<file path="config.mk">
export PLATFORM = sky130hd
export DESIGN_NAME = sdp_queue
export DESIGN_NICKNAME = d
export VERILOG_FILES = /design/src/hw/rtl/sdp_queue.sv
export SDC_FILE = /design/constraint.sdc
export NUM_CORES = 1
export LEC_CHECK = 0
export BUFFER_PORTS_ARGS = -buffer_cell sky130_fd_sc_hd__buf_2
export CORE_ASPECT_RATIO = 2
export CORE_MARGIN = 2
export CORE_UTILIZATION = 30
export CTS_CLUSTER_SIZE = 14
export DETAILED_ROUTE_END_ITERATION = 16
export REMOVE_ABC_BUFFERS = 1
export SLEW_MARGIN = 20
export SYNTH_ARGS = -nofsm -noshare
export SYNTH_HDL_FRONTEND = slang
export SYNTH_SLANG_ARGS = --single-unit
export TNS_END_PERCENT = 100
</file>
<file path="constraint.sdc">
create_clock -name i_clk -period 2.2 [get_ports i_clk]
set_input_delay 0.44 -clock i_clk [delete_from_list [all_inputs] [get_ports i_clk]]
set_output_delay 0.44 -clock i_clk [all_outputs]
set_load 0.01 [all_outputs]
</file>
<file path="src/hw/rtl/sdp_queue.sv">
// Small register-based queue used between the parts of the block.
// Depends on nothing; DEPTH must be a power of two.
module sdp_queue #(
    parameter int WIDTH = 8,
    parameter int DEPTH = 4
) (
    input  logic             i_clk,
    input  logic             i_rst_n,
    input  logic             i_push,
    input  logic [WIDTH-1:0] i_data,
    output logic             o_full,
    input  logic             i_pop,
    output logic [WIDTH-1:0] o_data,
    output logic             o_empty
);
    localparam int AW = (DEPTH > 1) ? $clog2(DEPTH) : 1;

    logic [WIDTH-1:0] r_mem [DEPTH];
    logic [AW-1:0]    r_wr_ptr;
    logic [AW-1:0]    r_rd_ptr;
    logic [AW:0]      r_count;
    logic             w_wr;
    logic             w_rd;

    assign w_wr    = i_push && !o_full;
    assign w_rd    = i_pop && !o_empty;
    assign o_full  = (r_count == (AW+1)'(DEPTH));
    assign o_empty = (r_count == '0);
    assign o_data  = r_mem[r_rd_ptr];

    // Pointers and fill count.
    always_ff @(posedge i_clk) begin
        if (!i_rst_n) begin
            r_wr_ptr <= '0;
            r_rd_ptr <= '0;
            r_count  <= '0;
        end else begin
            if (w_wr) begin
                r_wr_ptr <= r_wr_ptr + 1'b1;
            end
            if (w_rd) begin
                r_rd_ptr <= r_rd_ptr + 1'b1;
            end
            if (w_wr && !w_rd) begin
                r_count <= r_count + 1'b1;
            end else if (w_rd && !w_wr) begin
                r_count <= r_count - 1'b1;
            end
        end
    end

    // Storage.
    always_ff @(posedge i_clk) begin
        if (w_wr) begin
            r_mem[r_wr_ptr] <= i_data;
        end
    end

    a_count_bound: assert property (@(posedge i_clk) disable iff (!i_rst_n)
        r_count <= (AW+1)'(DEPTH))
        else $error("queue count beyond depth");
    a_no_overrun: assert property (@(posedge i_clk) disable iff (!i_rst_n)
        (o_full && i_push && !i_pop) |=> o_full && $stable(r_wr_ptr))
        else $error("queue overrun");
    a_pop_moves: assert property (@(posedge i_clk) disable iff (!i_rst_n)
        (w_rd && !w_wr) |=> (r_count == $past(r_count) - 1'b1))
        else $error("queue count not decremented on read");

endmodule

</file>
Word-level counts from Yosys, hierarchy flattened
Memories as Yosys holds them, arrays and structs flattened. A register that Yosys moved wholly into a read port is not among the register bits. Index checks and enable logic that the tools add are counted.

Memories kept: 1. Word-level logic and storage cells: 25. Output and inout port bits: 10. Bits in writable memories: 32. ROM bits: 0. Latch bits: 0. Register bits after elaboration: 7.

Memory list: r_mem (depth 4, width 8, read ports 1, clocked after Yosys merged registers in 1, write ports 1, line 18) `logic [WIDTH-1:0] r_mem [DEPTH];`.

Shift operators: 0. Multipliers: 0. Reductions and logical operators: 10. Div/mod/pow operators: 0. Equality and inequality tests: 1. Mux-type cells: 6. Bitwise logic cells: 0. Magnitude comparators: 0. $add $sub $neg: 4.

Operator list (count): 2-to-1 mux 3 bit (2); adder 2 x 1 -> 2 bit (second input constant) (2); logical AND 1 bit (4); logical NOT 1 bit (4); 2-to-1 mux 2 bit (2); adder 3 x 1 -> 3 bit (second input constant) (1); == test 3 bit (second input constant) (1); logical NOT 3 bit (1); subtractor 3 x 1 -> 3 bit (second input constant) (1); 2-to-1 mux 1 bit (2); nonzero test 2 bit (1).

Logic depth before layout (Yosys ltp)
Word-level depth: 7. Depth in mapped cells: 9. Gate-level depth less buffers: 8.

Worst setup path after synthesis
No wires, ideal clock.

Kind: register -> register. Start: reg r_count[0]. End: reg r_count[2]. Period minus slack after synthesis: 2036 ps. Data arrival time: 1966 ps. Path buffers: 1. Path slack: 164 ps. Cell stages (with the launch flop): 10. Library setup time: 70 ps. Required time: 2130 ps. Cell sequence: dfxtp_1 -> nor3b_2 -> nor2b_1 -> buf_6 -> ha_1 -> inv_1 -> fa_1 -> xor2_1 -> or3_1 -> a21boi_1.

Longest elaborated chain between the ends: 6.

Ends and longest elaborated chain: start, declared (line 21) `logic [AW:0] r_count;`; start signal, assigned (line 45) `r_count <= r_count + 1'b1;`; start signal, assigned (line 47) `r_count <= r_count - 1'b1;`; == test 3 bit (*) (line 27) `assign o_full = (r_count == (AW+1)'(DEPTH));`; via o_full (line 11) `output logic o_full,`; logical NOT 1 bit (*) (line 25) `assign w_wr = i_push && !o_full;`; logical AND 1 bit (*) (line 25); via w_wr (line 22) `logic w_wr;`; logical NOT 1 bit (line 46) `end else if (w_rd && !w_wr) begin`; logical AND 1 bit (line 46); nonzero test 2 bit (no line).

Mark *: on every way through the listed nets, which the timed path passes. The rest lies on a longest branch. The select of a mux whose other input is x is not followed. A chain may end at the register's enable or synchronous reset.

Final worst setup path
Start: reg r_count[2]. End: reg r_count[2].

Longest elaborated chain between the ends: 6.

Ends and longest elaborated chain: parallel branches: the longest is 6 deep, another holds subtractor 3 x 1 -> 3 bit.

Parallel ways; which one is timed is not known. The select of a mux whose other input is x is not followed.

==> impl_metrics.py <==
metrics = {
    "run_status": {
        "status": "complete, no violations",
    },
    "placed_design": {
        "pre_cts_slack_ps": 156,
        "globalplace.congestion": 0.636,
        "dp_hpwl_um": 1750,
        "io_buffers": 21,
        "placed_area_mm2": 0.00182,
    },
    "sta": {
        "fin_crit_ps": 1980,
        "tightest_slew_ps": 448,
        "rsz0062_at_grt": "false",
        "layout_setup_ws_ps": 216,
        "fmax_mhz": 504,
        "final_hold_viol_count": 0,
        "fin_tns_setup_ps": 0,
        "skew_ps": 7.81,
        "drv_slew": 0,
        "post-route-period-util_pct": 90.2,
        "setup_viol": 0,
        "max-slew-margin-rel_pct": 70.1,
    },
    "layout": {
        "final_cell_mix": "edfxtp_1, buf_2, mux4_2, and2_1, dfxtp_1",
        "drive_gt1_share_pct": 35.6,
        "diodes": 0,
        "final_common_cell": "edfxtp_1",
        "area_growth_pct": 17.6,
        "finish.utilization_pct": 36.2,
        "nets": 135,
        "final_area_mm2": 0.00193,
    },
    "clock_tree": {
        "postCtsSetupRepairBufs": 0,
        "cts_resized": 0,
        "clk_pin_slew_ps": 70,
        "cts_buffers": 5,
        "max-clock-path-buffers": 2,
        "cts_tree": "done",
        "holdBufCountCts": 0,
        "clkSinkCount": 41,
        "cts_root_buf": "clkbuf_8",
        "htreeDepth": 2,
        "insertion_delay_ps": 290,
    },
    "power_and_ir_drop": {
        "pwr-share-comb_pct": 26.6,
        "peakVddDrop_uv": 666,
        "p_sw_share_pct": 26.6,
        "seq_power_share_pct": 47.0,
        "switching_power_mw": 0.578,
        "power_density_mw_per_mm2": 1130,
        "p_total_mw": 2.18,
        "clkPwrFrac_pct": 26.4,
        "internal_power_mw": 1.60,
        "p_leak_nw": 0.696,
    },
    "yosys": {
        "synth.distinct_cells": 23,
        "synth_area_mm2": 0.00164,
        "synthCells": 90,
        "ys_seq_area_share_pct": 69.6,
        "avgSynthCellArea_um2": 18.2,
        "ys_ff_latch": 41,
        "synth_warnings": 0,
    },
    "setup_path": {
        "crit_arrival_ps": 2210,
        "cp.required_ps": 2420,
        "start_kind": "register",
        "rr_startpoint": "r_count[2]",
        "reg2reg_to": "r_count[2]",
        "reg2reg_depth": 8,
        "end_kind": "register",
        "path_class": "reg -> reg",
        "r2r_setup_slack_ps": 220,
        "critPathLaunch": "r_count[2]",
        "endpoint": "r_count[2]",
        "critical_path.max_fanout": 6,
    },
    "floorplanning": {
        "initial_core_util_pct": 30.8,
        "die_h_um": 109,
        "coreArea_mm2": 0.00533,
        "die_w_um": 56.3,
        "die_area_mm2": 0.00611,
        "ioPinCount": 22,
        "rows": 38,
    },
    "routing": {
        "via_per_inst": 4.51,
        "vias": 802,
        "route.met2.wl_um": 1320,
        "drt_iter0_drc": 10,
        "routed.top_layer": "met4",
        "final_antenna_net_count": 0,
        "dr_wl_met3_um": 120,
        "m1WireLength_um": 963,
        "drc": 0,
        "routedWlPerCell_um": 13.8,
        "drt_wl_total_um": 2460,
        "dr.pass1.iters": 3,
    },
    "job": {
        "cap_violations": 0,
    },
    "global_route": {
        "grt_max_degree": 14,
        "grt_usage_pct": 9.00,
        "first_global_vias": 830,
        "grt_pass1_wl_um": 3950,
        "globalRouteOverflowTotal": 0,
        "antenna_found_initial": 0,
    },
    "hold_path": {
        "hold_path_class": "in -> reg",
    },
}
[power groups by stage]
stage | Sequential [mW] | Clock [mW] | Combinational, mW
2_1_floorplan | 1.06 | 0 | 0.371
3_3_place_gp | 1.04 | 0 | 0.586
3_5_place_dp | 1.04 | 0 | 0.595
4_1_cts | 1.02 | 0.594 | 0.599
5_1_grt | 1.04 | 0.628 | 0.647
6_report | 1.02 | 0.574 | 0.579
[per-stage QoR]
stage / hold slack, ps / instances
final: 367 / 178
after global routing: 355 / 178
after CTS: 358 / 178
after detailed placement: 494 / 170
after global placement: 481 / 170
after floorplan: 468 / 86
[per-layer routing]
| metal | vias to the layer above | global-route usage (%) |
|---|---|---|
| met5 | - | 0 |
| met4 | 0 | 4.59 |
| met3 | 7 | 3.35 |
| met2 | 21 | 15.5 |
| met1 | 384 | 9.40 |
| li1 | 390 | - |
[cells in the mapped netlist, drive strengths merged]
master,instances,area share [%]
a21boi,1,0.46
and2,8,3.1
buf,3,1.2
clkbuf,1,0.23
dfxtp,9,11
edfxtp,32,59
fa,1,1.2
ha,5,3.8
inv,3,0.69
mux2i,3,1.8
mux4,8,11
nand2,4,0.92
nor2b,2,0.76
nor3,1,0.31
nor3b,1,0.76
o21ai,1,0.31
o311ai,1,0.53
o31ai,1,0.76
or3,1,0.38
xnor2,3,1.6
xor2,1,0.53
[critical path, stage by stage (launching register included)]
cell,delay (ps)
dfxtp_1,360
nor3b_2,180
nor2b_1,170
ha_1,210
inv_1,60
fa_1,370
xor2_1,150
or3_1,300
a21boi_1,130
[cells by family after synthesis]
family / after synthesis / synth area share [%]
muxes: 11 / 12.8
DFF: 41 / 69.6
buffers and inverters: 7 / 2.14
xor gates and xnor gates: 4 / 2.14
AOI/OAI and AO/OA: 4 / 2.06
and+or+nand+nor: 17 / 6.18
adders and majority gates: 6 / 5.04
[cell type report]
cell class	instances	area (um2)
clock buffer	6	72.6
clock inverter	2	35.0
fill	526	3400
inverter	3	11.3
multi-input combinational	42	463
sequential	41	1140
tap	60	75.1
timing repair buffer	24	128
[worst min path at each step]
stage	end	cells after the start	slack [ps]	from
after floorplan	r_wr_ptr[1]	2	470	r_wr_ptr[1]
after global placement	r_wr_ptr[0]	2	480	r_wr_ptr[0]
after detailed placement	r_wr_ptr[0]	2	490	r_wr_ptr[0]
after CTS	r_mem[0][0]	1	360	i_data[0]
after global routing	r_mem[0][5]	1	360	i_data[5]
final	r_mem[0][6]	1	370	i_data[6]
[registers in the layout, indices dropped and copies added (netlist names), named ones only]
register  flops
r_wr_ptr      2
r_mem        32
r_rd_ptr      2
r_count       3
Power figures use the tool's default switching activity.
