File: src/hw/rtl/sdp_pkg.sv
// Package for the stereo disparity to point block.
// Holds register indexes, reset values, limits and the shared types.
// No dependencies.
package sdp_pkg;

    // Defaults for the top-level parameters.
    localparam int COORD_BITS_DEF     = 12;
    localparam int DISP_FRAC_BITS_DEF = 4;

    // Fixed widths of the configuration port and the fixed-point formats.
    localparam int CFG_IDX_W  = 3;
    localparam int CFG_DATA_W = 20;
    localparam int CFG_FRAC   = 4;
    localparam int BASE_FRAC  = 16;
    localparam int OUT_FRAC   = 8;
    localparam int DEN_SHIFT  = CFG_FRAC + BASE_FRAC - OUT_FRAC;
    localparam int DISP_W     = 12;
    localparam int INTEN_W    = 12;
    localparam int CTR_W      = 16;
    localparam int FOCAL_W    = 16;
    localparam int BASE_W     = 20;
    localparam int SIZE_W     = 13;
    localparam int XY_W       = 24;
    localparam int Z_W        = 23;

    // Saturation limits of the Q15.8 coordinates.
    localparam logic [XY_W-1:0] POS_MAX = 24'h7FFFFF;
    localparam logic [XY_W-1:0] NEG_MAX = 24'h800000;

    // Register indexes.
    localparam logic [CFG_IDX_W-1:0] REG_CENTER_X   = 3'd0;
    localparam logic [CFG_IDX_W-1:0] REG_CENTER_Y   = 3'd1;
    localparam logic [CFG_IDX_W-1:0] REG_FOCAL      = 3'd2;
    localparam logic [CFG_IDX_W-1:0] REG_BASELINE   = 3'd3;
    localparam logic [CFG_IDX_W-1:0] REG_WIDTH      = 3'd4;
    localparam logic [CFG_IDX_W-1:0] REG_HEIGHT     = 3'd5;
    localparam logic [CFG_IDX_W-1:0] REG_CALIBRATED = 3'd6;
    localparam logic [CFG_IDX_W-1:0] REG_DECIMATION = 3'd7;

    // Register reset values.
    localparam logic [CTR_W-1:0]   RST_CENTER_X = 16'd5075;
    localparam logic [CTR_W-1:0]   RST_CENTER_Y = 16'd3733;
    localparam logic [FOCAL_W-1:0] RST_FOCAL    = 16'd4920;
    localparam logic [BASE_W-1:0]  RST_BASELINE = 20'd36543;
    localparam logic [SIZE_W-1:0]  RST_WIDTH    = 13'd640;
    localparam logic [SIZE_W-1:0]  RST_HEIGHT   = 13'd480;
    localparam logic [1:0]         RST_DECIM    = 2'd2;

    // Calibration registers as seen by the front end.
    typedef struct packed {
        logic [CTR_W-1:0]   center_x;
        logic [CTR_W-1:0]   center_y;
        logic [FOCAL_W-1:0] focal;
        logic [BASE_W-1:0]  baseline;
        logic [SIZE_W-1:0]  width;
        logic [SIZE_W-1:0]  height;
        logic               calibrated;
        logic [1:0]         decim;
    } t_cfg;

    // Per-word flags that travel with the numerators.
    typedef struct packed {
        logic depth_ok;
        logic neg_x;
        logic neg_y;
    } t_flags;

    // One finished point.
    typedef struct packed {
        logic [XY_W-1:0]    x;
        logic [XY_W-1:0]    y;
        logic [Z_W-1:0]     z;
        logic [INTEN_W-1:0] intensity;
        logic               depth_valid;
    } t_point;

endpackage

File: src/hw/rtl/sdp_front.sv
// Front end: accepts pixels, drops those off the image or grid or taken while
// not calibrated, and forms the three numerators. Depends on sdp_pkg.
module sdp_front #(
    parameter int COORD_BITS     = 12,
    parameter int DISP_FRAC_BITS = 4,
    parameter int NUM_W          = 28
) (
    input  logic                       i_clk,
    input  logic                       i_rst_n,
    input  sdp_pkg::t_cfg              i_cfg,
    input  logic                       i_push,
    output logic                       o_full,
    input  logic [COORD_BITS-1:0]      i_column,
    input  logic [COORD_BITS-1:0]      i_row,
    input  logic [sdp_pkg::DISP_W-1:0] i_disparity,
    input  logic [sdp_pkg::INTEN_W-1:0] i_intensity,
    output logic                       o_push,
    input  logic                       i_full,
    output sdp_pkg::t_flags            o_flags,
    output logic [NUM_W-1:0]           o_num_x,
    output logic [NUM_W-1:0]           o_num_y,
    output logic [NUM_W-1:0]           o_num_z,
    output logic [sdp_pkg::DISP_W-1:0] o_disp,
    output logic [sdp_pkg::INTEN_W-1:0] o_intensity
);
    import sdp_pkg::*;

    localparam int CMP_W  = ((COORD_BITS > SIZE_W) ? COORD_BITS : SIZE_W) + 1;
    localparam int POS_W  = COORD_BITS + CFG_FRAC;
    localparam int MAG_W  = (POS_W > CTR_W) ? POS_W : CTR_W;
    localparam int PROD_W = MAG_W + BASE_W;
    localparam int SHIFT  = DEN_SHIFT - DISP_FRAC_BITS;
    localparam int ZP_W   = BASE_W + FOCAL_W;

    logic               w_accept;
    logic               w_adv1;
    logic               w_adv2;
    logic               w_keep;
    logic [CMP_W-1:0]   w_u;
    logic [CMP_W-1:0]   w_v;
    logic [CMP_W-1:0]   w_dx;
    logic [CMP_W-1:0]   w_dy;
    logic [2:0]         w_mask;
    logic [MAG_W-1:0]   w_pos_x;
    logic [MAG_W-1:0]   w_pos_y;
    logic [MAG_W-1:0]   w_ctr_x;
    logic [MAG_W-1:0]   w_ctr_y;
    logic [PROD_W-1:0]  w_prod_x;
    logic [PROD_W-1:0]  w_prod_y;
    logic [ZP_W-1:0]    w_prod_z;
    logic [PROD_W-1:0]  w_prod_z_ext;

    logic               r_v1;
    logic [MAG_W-1:0]   r_mag_x;
    logic [MAG_W-1:0]   r_mag_y;
    t_flags             r_fl1;
    logic [DISP_W-1:0]  r_d1;
    logic [INTEN_W-1:0] r_i1;

    logic               r_v2;
    t_flags             r_fl2;
    logic [NUM_W-1:0]   r_nx;
    logic [NUM_W-1:0]   r_ny;
    logic [NUM_W-1:0]   r_nz;
    logic [DISP_W-1:0]  r_d2;
    logic [INTEN_W-1:0] r_i2;

    // Pipeline flow: stage two drains into the queue, stage one into stage two.
    assign w_adv2   = !r_v2 || !i_full;
    assign w_adv1   = !r_v1 || w_adv2;
    assign o_full   = !w_adv1;
    assign w_accept = i_push && w_adv1;

    // Classification: calibrated, inside the image and on the decimation grid.
    assign w_u    = CMP_W'(i_column);
    assign w_v    = CMP_W'(i_row);
    assign w_dx   = CMP_W'(i_cfg.width) - CMP_W'(1) - w_u;
    assign w_dy   = CMP_W'(i_cfg.height) - CMP_W'(1) - w_v;
    assign w_mask = 3'((4'd1 << i_cfg.decim) - 4'd1);
    assign w_keep = i_cfg.calibrated
                 && (w_u < CMP_W'(i_cfg.width)) && (w_v < CMP_W'(i_cfg.height))
                 && ((w_dx[2:0] & w_mask) == 3'd0) && ((w_dy[2:0] & w_mask) == 3'd0);

    // Pixel position in Q4 against the principal point.
    assign w_pos_x = MAG_W'({i_column, {CFG_FRAC{1'b0}}});
    assign w_pos_y = MAG_W'({i_row, {CFG_FRAC{1'b0}}});
    assign w_ctr_x = MAG_W'(i_cfg.center_x);
    assign w_ctr_y = MAG_W'(i_cfg.center_y);

    // Stage one: offsets from the principal point with their signs.
    always_ff @(posedge i_clk) begin
        if (!i_rst_n) begin
            r_v1 <= 1'b0;
        end else if (w_adv1) begin
            r_v1 <= w_accept && w_keep;
        end
    end

    always_ff @(posedge i_clk) begin
        if (w_adv1) begin
            r_fl1.neg_x    <= w_pos_x < w_ctr_x;
            r_fl1.neg_y    <= w_pos_y < w_ctr_y;
            r_fl1.depth_ok <= (i_disparity != '0);
            r_mag_x        <= (w_pos_x < w_ctr_x) ? w_ctr_x - w_pos_x : w_pos_x - w_ctr_x;
            r_mag_y        <= (w_pos_y < w_ctr_y) ? w_ctr_y - w_pos_y : w_pos_y - w_ctr_y;
            r_d1           <= i_disparity;
            r_i1           <= i_intensity;
        end
    end

    // Products with the baseline; the common power of two is removed here.
    assign w_prod_x     = PROD_W'(r_mag_x) * PROD_W'(i_cfg.baseline);
    assign w_prod_y     = PROD_W'(r_mag_y) * PROD_W'(i_cfg.baseline);
    assign w_prod_z     = ZP_W'(i_cfg.baseline) * ZP_W'(i_cfg.focal);
    assign w_prod_z_ext = PROD_W'(w_prod_z);

    // Stage two: registered numerators.
    always_ff @(posedge i_clk) begin
        if (!i_rst_n) begin
            r_v2 <= 1'b0;
        end else if (w_adv2) begin
            r_v2 <= r_v1;
        end
    end

    always_ff @(posedge i_clk) begin
        if (w_adv2) begin
            r_fl2 <= r_fl1;
            r_nx  <= w_prod_x[PROD_W-1:SHIFT];
            r_ny  <= w_prod_y[PROD_W-1:SHIFT];
            r_nz  <= w_prod_z_ext[PROD_W-1:SHIFT];
            r_d2  <= r_d1;
            r_i2  <= r_i1;
        end
    end

    assign o_push      = r_v2;
    assign o_flags     = r_fl2;
    assign o_num_x     = r_nx;
    assign o_num_y     = r_ny;
    assign o_num_z     = r_nz;
    assign o_disp      = r_d2;
    assign o_intensity = r_i2;

endmodule

File: config.mk
export PLATFORM = sky130hd
export DESIGN_NAME = sdp_front
export DESIGN_NICKNAME = d
export VERILOG_FILES = /design/src/hw/rtl/sdp_pkg.sv /design/src/hw/rtl/sdp_front.sv
export SDC_FILE = /design/constraint.sdc
export NUM_CORES = 2
export LEC_CHECK = 0
export BUFFER_PORTS_ARGS = -buffer_cell sky130_fd_sc_hd__buf_2
export CAP_MARGIN = 20
export CORE_UTILIZATION = 43
export DETAILED_ROUTE_END_ITERATION = 8
export SYNTH_ARGS = -nofsm -noshare
export SYNTH_HDL_FRONTEND = slang
export SYNTH_SLANG_ARGS = --single-unit
File: constraint.sdc
create_clock -name i_clk -period 18.9 [get_ports i_clk]
set_clock_uncertainty 0.05 [all_clocks]
set_input_delay 3.78 -clock i_clk [delete_from_list [all_inputs] [get_ports i_clk]]
set_output_delay 3.78 -clock i_clk [all_outputs]
set_load 0.01 [all_outputs]
* Yosys cells after proc, flatten, opt, wreduce, memory -nomap -nowiden *
Cells that the tools add are included.

word-level totals
  output and inout bits = 113
  word-level logic and storage cells = 53
  bits of input ports = 149
  flip-flop bits (word level) = 172

operators by class
  mux-type cells = 2
  bitwise logic cells = 2
  multiply operators = 3
  magnitude comparators = 4
  shift operators = 1
  reductions and logical operators = 15
  $add $sub $neg = 9

operators with widths
  operator               number
  $mul A16 B20 Y36       2
  $sub A16 B16 Y16       4
  $mul A20 B16 Y36       1
  $lt A16 B16 Y1         2
  $mux W16               2
  $lt A12 B13 Y1         2
  $reduce_bool A12 Y1    1
  $sub A3 B1 Y3 const B  3
  $and A3 B3 Y3          2
  $logic_and A1 B1 Y1    6
  $logic_not A3 Y1       2
  $sub A3 B3 Y3          2
  $logic_not A1 Y1       4
  $shl A1 B2 Y3 const A  1
  $logic_or A1 B1 Y1     2

* Logic depth before layout (Yosys ltp) *
  depth after elaboration = 7
  mapped depth = 24

* Worst setup path before layout *
No wires, ideal clock.

  path kind = input to register
  from = input i_cfg[50] (netlist name)
  to = register r_nz[26] (netlist: o_num_z[26]) (data pin)
  setup slack = 9.406 ns
  cell stages on the path = 21
  data required time = 18.647 ns
  arrival time = 9.241 ns
  library setup time = 0.203 ns
  path buffers = 2
  cells stage by stage = clkbuf_1 clkbuf_1 nand2_1 fa_1 fa_1 inv_1 fa_1 fa_1 fa_1 inv_1 fa_1 inv_1 ha_1 a21o_1 a21o_1 a21oi_1 o21ai_0 a21oi_2 o21ai_1 a31o_2 a2111oi_1

between the ends
  longest elaborated chain between the ends = 1

RTL lines
  element                 line              source
  start: declaration      sdp_front.sv:10   input sdp_pkg::t_cfg i_cfg,
  $mul A20 B16 Y36        sdp_front.sv:114  assign w_prod_z = ZP_W'(i_cfg.baseline) * ZP_W'(i_cfg.focal);
  net w_prod_z[34]        sdp_front.sv:50   logic [ZP_W-1:0] w_prod_z;
  end signal: assignment  sdp_front.sv:131  r_nz <= w_prod_z_ext[PROD_W-1:SHIFT];
  end: declaration        sdp_front.sv:64   logic [NUM_W-1:0] r_nz;

The timed path passes the listed nets, and every way through them passes these cells.
A chain may end at the register's enable or synchronous reset.

* Worst setup path after layout *
  from = input i_cfg[48] (netlist name)
  to = register r_nx[25] (netlist: o_num_x[25]) (data pin)

between the ends
  longest elaborated chain between the ends = 1

RTL lines
  element                 line              source
  $mul A16 B20 Y36        sdp_front.sv:112  assign w_prod_x = PROD_W'(r_mag_x) * PROD_W'(i_cfg.baseline);
  net w_prod_x[33]        sdp_front.sv:48   logic [PROD_W-1:0] w_prod_x;
  end signal: assignment  sdp_front.sv:129  r_nx <= w_prod_x[PROD_W-1:SHIFT];
  end: declaration        sdp_front.sv:62   logic [NUM_W-1:0] r_nx;

The timed path passes the listed nets, and every way through them passes these cells.

==> qor.yml <==
status:
  outcome: "finished, violations left"
  violations: "DRC"
sta:
  fin_crit_sh: 0.542
  worst_pin_slew_ns: 1.06
  fin_tns_setup_ns: 0
  slew_headroom: 0.294
  fmax_ghz: 0.0977
  min_period_ns: 10.24
  slew_viol_final: 0
  fin_hold_ws_ns: 0.372
  grt_setup_unrepaired: "false"
  setup_viol: 0
  final_hold_viol_count: 0
  post-route-worst-setup-slack_ns: 8.66
routing:
  viasPerCell: 5.13
  drc_errors: 10
  drtIter0Drc: 1189
  vias: 27400
  routedWlPerCell_um: 17.0
  drtPass1Iterations: 7
  postRouteAntennaNets: 0
  totalWireLength_um: 90700
worst_setup_path:
  start_kind: "input pin"
  path_class: "in2reg"
  crit_arrival_ns: 10.52
  worstPathRequired_ns: 19.18
  cp-end-kind: "flip-flop"
  cp_max_fo: 25
logic_synthesis:
  synth_nets: 5356
  async_reset_ff_frac: 0
  synth_top_family_by_area: "adder cells"
  synthCells: 4071
  synthSimpleGateAreaFrac: 0.154
  synthMuxAreaShare: 0.00410
  synth-edff-count: 170
  ys_seq_area_frac: 0.134
  synth_xor_area_frac: 0.0248
  synth_cell_type_count: 85
  synthAdderAreaFrac: 0.517
  yosys_warnings: 0
  avgSynthCellArea_sq_um: 9.44
  ys_seq_elements: 172
  synth-compound-area-share: 0.0596
  syn_area_sq_um: 38400
  synthFlopType: "edfxtp_1"
floorplanning:
  io_pins: 262
  die_x_um: 301
  coreArea_sq_um: 88500
  dieHeight_um: 301
  row_count: 109
  start_util: 0.434
  dieArea_sq_um: 90600
placement:
  pre_cts_slack_ns: 8.21
  hpwl_um: 68900
  gp_congestion: 0.832
  io_buffer_count: 261
cells_and_area:
  fill_cells: 8568
  nets: 5445
  layout_common_cells: "871 x inv_1, 751 x fa_1, 594 x nand2_1"
  layout.cells.most_common: "inv_1"
  final_core_util: 0.465
  multiInputGateArea_sq_um: 29200
  syn2layout_area_growth_pct: 7.23
  drive_gt1_frac: 0.0829
  seqCellArea_sq_um: 5140
cts:
  cts-resized-gates: 0
  clock_latency_ns: 0.53
  root_buffer: "clkbuf_16"
  clock-sinks: 172
  cts_buffers: 17
  htreeDepth: 4
  clk_transition_reported_paths_ns: 0.08
  cts.hold.buffers_added: 0
  post_cts_buffers: 0
  clock_path_buffers: 2
  cts_tree: "yes"
grt:
  grt_max_degree: 61
  first_global_vias: 30000
  grt-ovfl-total: 0
  grtUsageTotal: 0.215
  grt_pass1_wl_um: 154000
  antenna_found_initial: 6
hold_path:
  hold_path_class: "reg2reg"
flow_run:
  drv_cap: 0
cells in the mapped netlist, drive strengths merged, types with 11 or more instances:
cell type,instances,share of area
a31oi,17,0.0032
o21ai,59,0.0078
xnor2,74,0.017
nor2,64,0.0063
edfxtp,170,0.13
o21a,11,0.0021
a21oi,112,0.015
fa,751,0.39
nand4,12,0.0020
and2,422,0.069
ha,385,0.13
inv,871,0.085
nand2,596,0.058
nand3,27,0.0035
xor2,35,0.0080
and3,12,0.0020
mux2i,12,0.0031
clkbuf,205,0.020
nor3,21,0.0027
nor2b,17,0.0028
a21o,56,0.011
registers in the layout (all words and copies together) (netlist names), 16 cells and up:
signal,flops
o_num_x,28
o_num_z,28
o_num_y,28
r_mag_y,16
r_mag_x,16
per-layer routing:
metal | up-vias | part of all wire | track usage
met3 | 77 | 0.044 | 0.0294
li1 | 12500 | - | -
met5 | - | 0.00073 | 0
met4 | 10 | 0.015 | 0.0483
met2 | 559 | 0.49 | 0.369
met1 | 14200 | 0.45 | 0.287
worst paths after layout:
check | from | to | slack, ns | cells past startpoint
hold reg to reg | r_d1[7] | o_disp[7] | 0.37 | 0
setup reg to reg | r_mag_x[10] | o_num_x[25] | 11.71 | 19
setup / recovery | i_cfg[48] | o_num_x[25] | 8.66 | 21
hold / removal | r_d1[7] | o_disp[7] | 0.37 | 0
kinds of logic (layout without fill, tap and decap cells):
family | after synthesis | in the layout
simple gates | 1214 | 1214
mux | 15 | 15
other cells | 0 | 1
flops | 172 | 172
fa+ha+maj | 1136 | 1136
xor+xnor | 109 | 109
compound gates | 339 | 339
buf+inv | 1086 | 1188
per-stage QoR:
| stage | cells | instance area (sq um) |
|---|---|---|
| detailed placement | 5306 | 40600 |
| CTS | 5338 | 41200 |
| global placement | 5306 | 40600 |
| global route | 5339 | 41200 |
| floorplan | 4071 | 38400 |
| finish | 5339 | 41200 |
layout make-up:
type                    instances  area share
diodes                          1   0.0000607
clock buffers                  17      0.0103
clock inverters                15     0.00501
inverters                     871      0.0794
multi-input cells            2813       0.709
flip-flops and latches        172       0.125
well taps                    1165      0.0354
repair buffers                285      0.0361
critical path, cell delays in order:
cell and delay, ns:
buf_2 0.43, buf_4 0.40, nand2_1 0.15, fa_1 0.55, fa_1 0.54, inv_1 0.05, fa_1 0.50, fa_1 0.46
fa_1 0.52, inv_1 0.05, fa_1 0.48, inv_1 0.04, ha_1 0.42, nand3_1 0.17, nor3_1 0.34, nand3_1 0.14
a21oi_1 0.46, o2111ai_1 0.33, nand2_1 0.28, a21oi_1 0.13, o311ai_1 0.26
Power is left out: the tool's default activity adds up to more than one toggle a clock period on the data nets, which glitch-free logic cannot reach.
